**config.mk**
```make
export PLATFORM = sky130hd
export DESIGN_NAME = julia_cfg
export DESIGN_NICKNAME = d
export VERILOG_FILES = /design/src/sv/julia_pkg.sv /design/src/sv/julia_cfg.sv
export SDC_FILE = /design/constraint.sdc
export NUM_CORES = 1
export LEC_CHECK = 0
export BUFFER_PORTS_ARGS = -buffer_cell sky130_fd_sc_hd__buf_2
export CAP_MARGIN = 10
export CORE_MARGIN = 2
export CORE_UTILIZATION = 30
export DETAILED_ROUTE_END_ITERATION = 6
export GPL_TIMING_DRIVEN = 0
export PLACE_DENSITY = 0.61
export SLEW_MARGIN = 15
export SYNTH_ARGS = -nofsm -noshare
export SYNTH_HDL_FRONTEND = slang
export SYNTH_SLANG_ARGS = --single-unit
```
**constraint.sdc**
```tcl
create_clock -name clk -period 0.8 [get_ports clk]
set_input_delay 0.16 -clock clk [delete_from_list [all_inputs] [get_ports clk]]
set_output_delay 0.16 -clock clk [all_outputs]
set_load 0.01 [all_outputs]
```
**src/sv/julia_pkg.sv**
```systemverilog
// shared types, register codes and fixed-point helpers for the julia escape-time engine
package julia_pkg;

    localparam int COORD_W   = 32;
    localparam int STEP_W    = 31;
    localparam int IDX_W     = 12;
    localparam int ITER_BITS = 16;
    localparam int PAL_W     = 8;
    localparam int PaletteEntries = 256;
    localparam int FRAC_BITS = 28;
    localparam int PROD_W    = 2 * COORD_W;
    localparam int WIDE_W    = 48;
    localparam int CFG_IDX_W = 3;
    localparam int CFG_DATA_W = 32;

    // register indexes of the configuration port
    localparam logic [CFG_IDX_W-1:0] REG_X_ORIGIN = 3'd0;
    localparam logic [CFG_IDX_W-1:0] REG_Y_ORIGIN = 3'd1;
    localparam logic [CFG_IDX_W-1:0] REG_STEP_X   = 3'd2;
    localparam logic [CFG_IDX_W-1:0] REG_STEP_Y   = 3'd3;
    localparam logic [CFG_IDX_W-1:0] REG_C_REAL   = 3'd4;
    localparam logic [CFG_IDX_W-1:0] REG_C_IMAG   = 3'd5;
    localparam logic [CFG_IDX_W-1:0] REG_MAX_ITER = 3'd6;

    // reset values
    localparam logic signed [COORD_W-1:0] X_ORIGIN_RST = -32'sd402653184;
    localparam logic signed [COORD_W-1:0] Y_ORIGIN_RST = 32'sd402653184;
    localparam logic [STEP_W-1:0]         STEP_X_RST   = 31'd786432;
    localparam logic [STEP_W-1:0]         STEP_Y_RST   = 31'd786432;
    localparam logic signed [COORD_W-1:0] C_REAL_RST   = -32'sd214748365;
    localparam logic signed [COORD_W-1:0] C_IMAG_RST   = 32'sd42949673;
    localparam logic [ITER_BITS-1:0]      MAX_ITER_RST = 16'd256;

    typedef struct packed {
        logic signed [COORD_W-1:0] x_origin;
        logic signed [COORD_W-1:0] y_origin;
        logic [STEP_W-1:0]         step_x;
        logic [STEP_W-1:0]         step_y;
        logic signed [COORD_W-1:0] c_real;
        logic signed [COORD_W-1:0] c_imag;
        logic [ITER_BITS-1:0]      max_iter;
    } cfg_t;

    // one pixel in flight, handed from cell to cell
    typedef struct packed {
        logic                      valid;
        logic                      done;
        logic signed [COORD_W-1:0] zr;
        logic signed [COORD_W-1:0] zi;
        logic [ITER_BITS-1:0]      count;
        logic [IDX_W-1:0]          column;
        logic [IDX_W-1:0]          row;
    } link_t;

    // clamp a wide signed value to the q4.28 range
    function automatic logic signed [COORD_W-1:0] sat_q(input logic signed [WIDE_W-1:0] v);
        logic signed [WIDE_W-1:0] hi;
        logic signed [WIDE_W-1:0] lo;
        hi = {{(WIDE_W-COORD_W+1){1'b0}}, {(COORD_W-1){1'b1}}};
        lo = {{(WIDE_W-COORD_W+1){1'b1}}, {(COORD_W-1){1'b0}}};
        if (v > hi)
            return hi[COORD_W-1:0];
        else if (v < lo)
            return lo[COORD_W-1:0];
        else
            return v[COORD_W-1:0];
    endfunction

endpackage

```
**src/sv/julia_cfg.sv**
```systemverilog
// configuration register file of the julia escape-time engine
module julia_cfg (
    input  logic                               clk,
    input  logic                               rst_n,
    input  logic                               cfg_we,
    input  logic [julia_pkg::CFG_IDX_W-1:0]    cfg_index,
    input  logic [julia_pkg::CFG_DATA_W-1:0]   cfg_data,
    output julia_pkg::cfg_t                    cfg
);

    julia_pkg::cfg_t cfg_reg;
    julia_pkg::cfg_t cfg_next;

    always_comb
    begin
        cfg_next = cfg_reg;
        if (cfg_we)
        begin
            unique case (cfg_index)
                julia_pkg::REG_X_ORIGIN: cfg_next.x_origin = cfg_data;
                julia_pkg::REG_Y_ORIGIN: cfg_next.y_origin = cfg_data;
                julia_pkg::REG_STEP_X:   cfg_next.step_x   = cfg_data[julia_pkg::STEP_W-1:0];
                julia_pkg::REG_STEP_Y:   cfg_next.step_y   = cfg_data[julia_pkg::STEP_W-1:0];
                julia_pkg::REG_C_REAL:   cfg_next.c_real   = cfg_data;
                julia_pkg::REG_C_IMAG:   cfg_next.c_imag   = cfg_data;
                julia_pkg::REG_MAX_ITER: cfg_next.max_iter = cfg_data[julia_pkg::ITER_BITS-1:0];
                default:                 cfg_next = cfg_reg;
            endcase
        end
    end

    always_ff @(posedge clk or negedge rst_n)
    begin
        if (!rst_n)
        begin
            cfg_reg.x_origin <= julia_pkg::X_ORIGIN_RST;
            cfg_reg.y_origin <= julia_pkg::Y_ORIGIN_RST;
            cfg_reg.step_x   <= julia_pkg::STEP_X_RST;
            cfg_reg.step_y   <= julia_pkg::STEP_Y_RST;
            cfg_reg.c_real   <= julia_pkg::C_REAL_RST;
            cfg_reg.c_imag   <= julia_pkg::C_IMAG_RST;
            cfg_reg.max_iter <= julia_pkg::MAX_ITER_RST;
        end
        else
        begin
            cfg_reg <= cfg_next;
        end
    end

    assign cfg = cfg_reg;

endmodule

```
==> results.md <==
- Status: finished, violations left
- Violated checks: negative hold slack, negative setup slack
- # port buffers: 241
- WL final: 25400 um
- Predominant post-synthesis flop cell: dfrtp_1
- Synth area leader: dfrtp_1
- Worst IR Drop VDD: 1.83 mV
- Top cells by count, synth: 191 x mux2_2, 164 x dfrtp_1, 42 x dfstp_2, 15 x mux2_1, 10 x buf_2
- Clock sink total: 206
- Dpl cells: 1020
- R2R Path Start: cfg[133]$_DFFE_PN0P_
- Hold-fix buffers, CTS: 31
- Power per cell area: 2760 nW/um^2
- Cell Area, Placed: 9990 sq um
- Ys async rst share: 100%
- DIE HEIGHT: 165 um
- Hold slack final: -0.432 ns
- Dpl hpwl: 13900 um
- Non-filler cells, final: 1222
- Post-layout min period: 1.33 ns
- Remaining DRCs: 0
- Fin worst setup slack: -0.529 ns
- CP max stage cell: dfstp_2
- H-tree depth: 1
- Mapped Avg Cell Area: 17.6 sq um
- Final Max Tran Viols: 0
- Final Hold Vio Count: 135
- Area growth, synth to finish: 75.8%
- RSZ-0062 raised after global routing: true
- Root Buffer Master: clkbuf_16
- Netlist cell types: 13
- Reg2reg setup slack: -0.21 ns
- Leak: 0.00661 uW
- Starting Density: 30.3%
- WP data arrival: 1.17 ns
- Cell area after layout: 13700 sq um
- Routed vias/inst: 4.48
- Share of cells above drive strength 1: 77.3%
- Worst r2r dst: cfg[133]$_DFFE_PN0P_
- Crit-path max cell delay: 0.55 ns
- Die Wd: 165 um
- Worst Setup Start Kind: flip-flop
- Largest delay contributor family on the critical path: flip-flops
- First-iteration detailed-routing DRC count: 270
- Top cells by area, synth: dfrtp_1 53%, mux2_2 28%, dfstp_2 14%, mux2_1 2.2%, buf_6 1.3%
- Post-Synthesis Cells: 442
- Total power: 37800 uW
- Most common cell in the netlist: mux2_2
- Global-route wire length before repair: 33900 um
- CTS clock-pin slew for the worst setup and hold paths: 0.06 ns
- Max_cap viols: 0
- Clk_lat worst skew: 0.51 ns
- Pin count of the biggest net entering global routing: 89
- R2R cell count: 3
- Final setup vio count: 380
- Synthesis-stage register bit count: 206
- Place WS: -0.942 ns
- Core Footprint: 25800 sq um
- Worst Path Max Fanout: 2
- Post-synth top area share: 52.6%
- Via count: 5471
- Tcrit/Tclk final: 166%
- Worst Tran Pin Value: 0.454 ns
- Register area: 5210 sq um
- Largest register FFs: 206
- Initial antenna violation count: 0
- CTS buffer count: 24
- CTS tree: yes
- WP buf/inv: 1
- Final Skew: 0 ns
- Avg WL per Cell: 20.8 um
- Crit path kind: flip-flop to primary output
- Worst EP required: 0.64 ns
- Routability cong.: 0.714
- Number of flops mapped to enable cells by yosys: 0
- Clock Tree Buf Depth: 3
- CP Cell Sequence: buf_6
- Sequential fraction of the synthesis area: 66.8%
- FP Rows: 59
- Yosys warning count: 0
- Worst Hold Class: primary input to async pin
- Ports: 244
- FMAX: 0.752 GHz
- Post-Syn Nets: 480
- N_diodes: 0
- DRT antenna net count: 0
- TritonRoute pass-1 iters: 5
- Vias in the first global route: 5621
- Multi-input logic area: 3010 sq um
- Grt total ovfl: 0
- Final nets: 907
- Post-synthesis cell area: 7800 sq um
- DIE AREA: 27300 sq um
- Worst setup EP type: primary output
- Max-slew headroom: 69.8%
- # fillers: 2053
- Core Util, Final: 53.2%
- Total GRT Usage: 16.4%
-- placed cells by master (no fill, tap or decap), drive strengths merged --
cell type,instances
and4bb,2
buf,383
bufinv,2
clkbuf,47
clkinv,4
clkinvlp,1
dfrtp,164
dfstp,42
dlygate4sd3,31
mux2,206
nand4b,3
nor4b,1
nor4bb,1
-- worst max path at each step --
stage / from / to / slack (ns) / depth (start not counted)
2_1_floorplan: cfg_index[0] / cfg[193]$_DFFE_PN0P_ / -0.51 / 4
3_3_place_gp: rst_n / cfg[9]$_DFFE_PN0P_ / -4.07 / 1
3_5_place_dp: cfg_index[1] / cfg[179]$_DFFE_PN0P_ / -0.94 / 4
4_1_cts: cfg[48]$_DFFE_PN1P_ / cfg[48] / -0.56 / 1
5_1_grt: cfg[60]$_DFFE_PN1P_ / cfg[60] / -0.58 / 1
6_report: cfg[78]$_DFFE_PN1P_ / cfg[78] / -0.53 / 1
-- power by group --
group | internal [uW] | switching, uW
clock | 7160 | 4330
combinational | 7610 | 4000
sequential | 13100 | 1610
-- worst register-to-register path: stages (launching register included) --
cell	delay, ns
dfrtp_1	0.41
buf_6	0.13
buf_6	0.10
mux2_4	0.26
-- cell families (layout without fill, tap and decap cells) --
logic type	after synthesis	in the layout	synth area share, %
flip-flops	206	206	66.8
AND/OR/NAND/NOR	7	7	1.17
buffers and inverters	23	468	2.33
multiplexers	206	206	29.7
-- per-stage QoR --
stage          hold slack, ns  setup TNS (ns)
3_3_place_gp            0.476         -910.29
5_1_grt                -0.422         -110.93
3_5_place_dp            0.224         -179.48
2_1_floorplan          -0.136          -80.21
4_1_cts                -0.416          -99.14
6_report               -0.432          -99.79
-- routing by layer --
metal	part of all wire, %	GRT usage, %	routed length, um
met1	42	21.2	10600
met4	1.1	3.40	284
met3	7.3	5.12	1850
met5	0	0	0
met2	50	27.2	12600
-- repair_timing --
| action | CTS | global route |
|---|---|---|
| endpoints found under the hold margin | 280 | 87 |
| setup endpoints to repair | 375 | 364 |
| gates cloned | 6 | 10 |
| setup buffers | 77 | 58 |
| pin swaps | 2 | 3 |
| resized for setup | 167 | 125 |
-- area by class of cell --
class | count | share of cell area (%)
clock inverters | 7 | 0.639
well taps | 335 | 3.06
flip-flops and latches | 206 | 38.0
plain buffers | 22 | 3.04
multi-input cells | 213 | 22.0
repair buffers | 402 | 27.8
clock buffers | 37 | 5.55
Note: power is estimated with default switching activity, not from simulation.
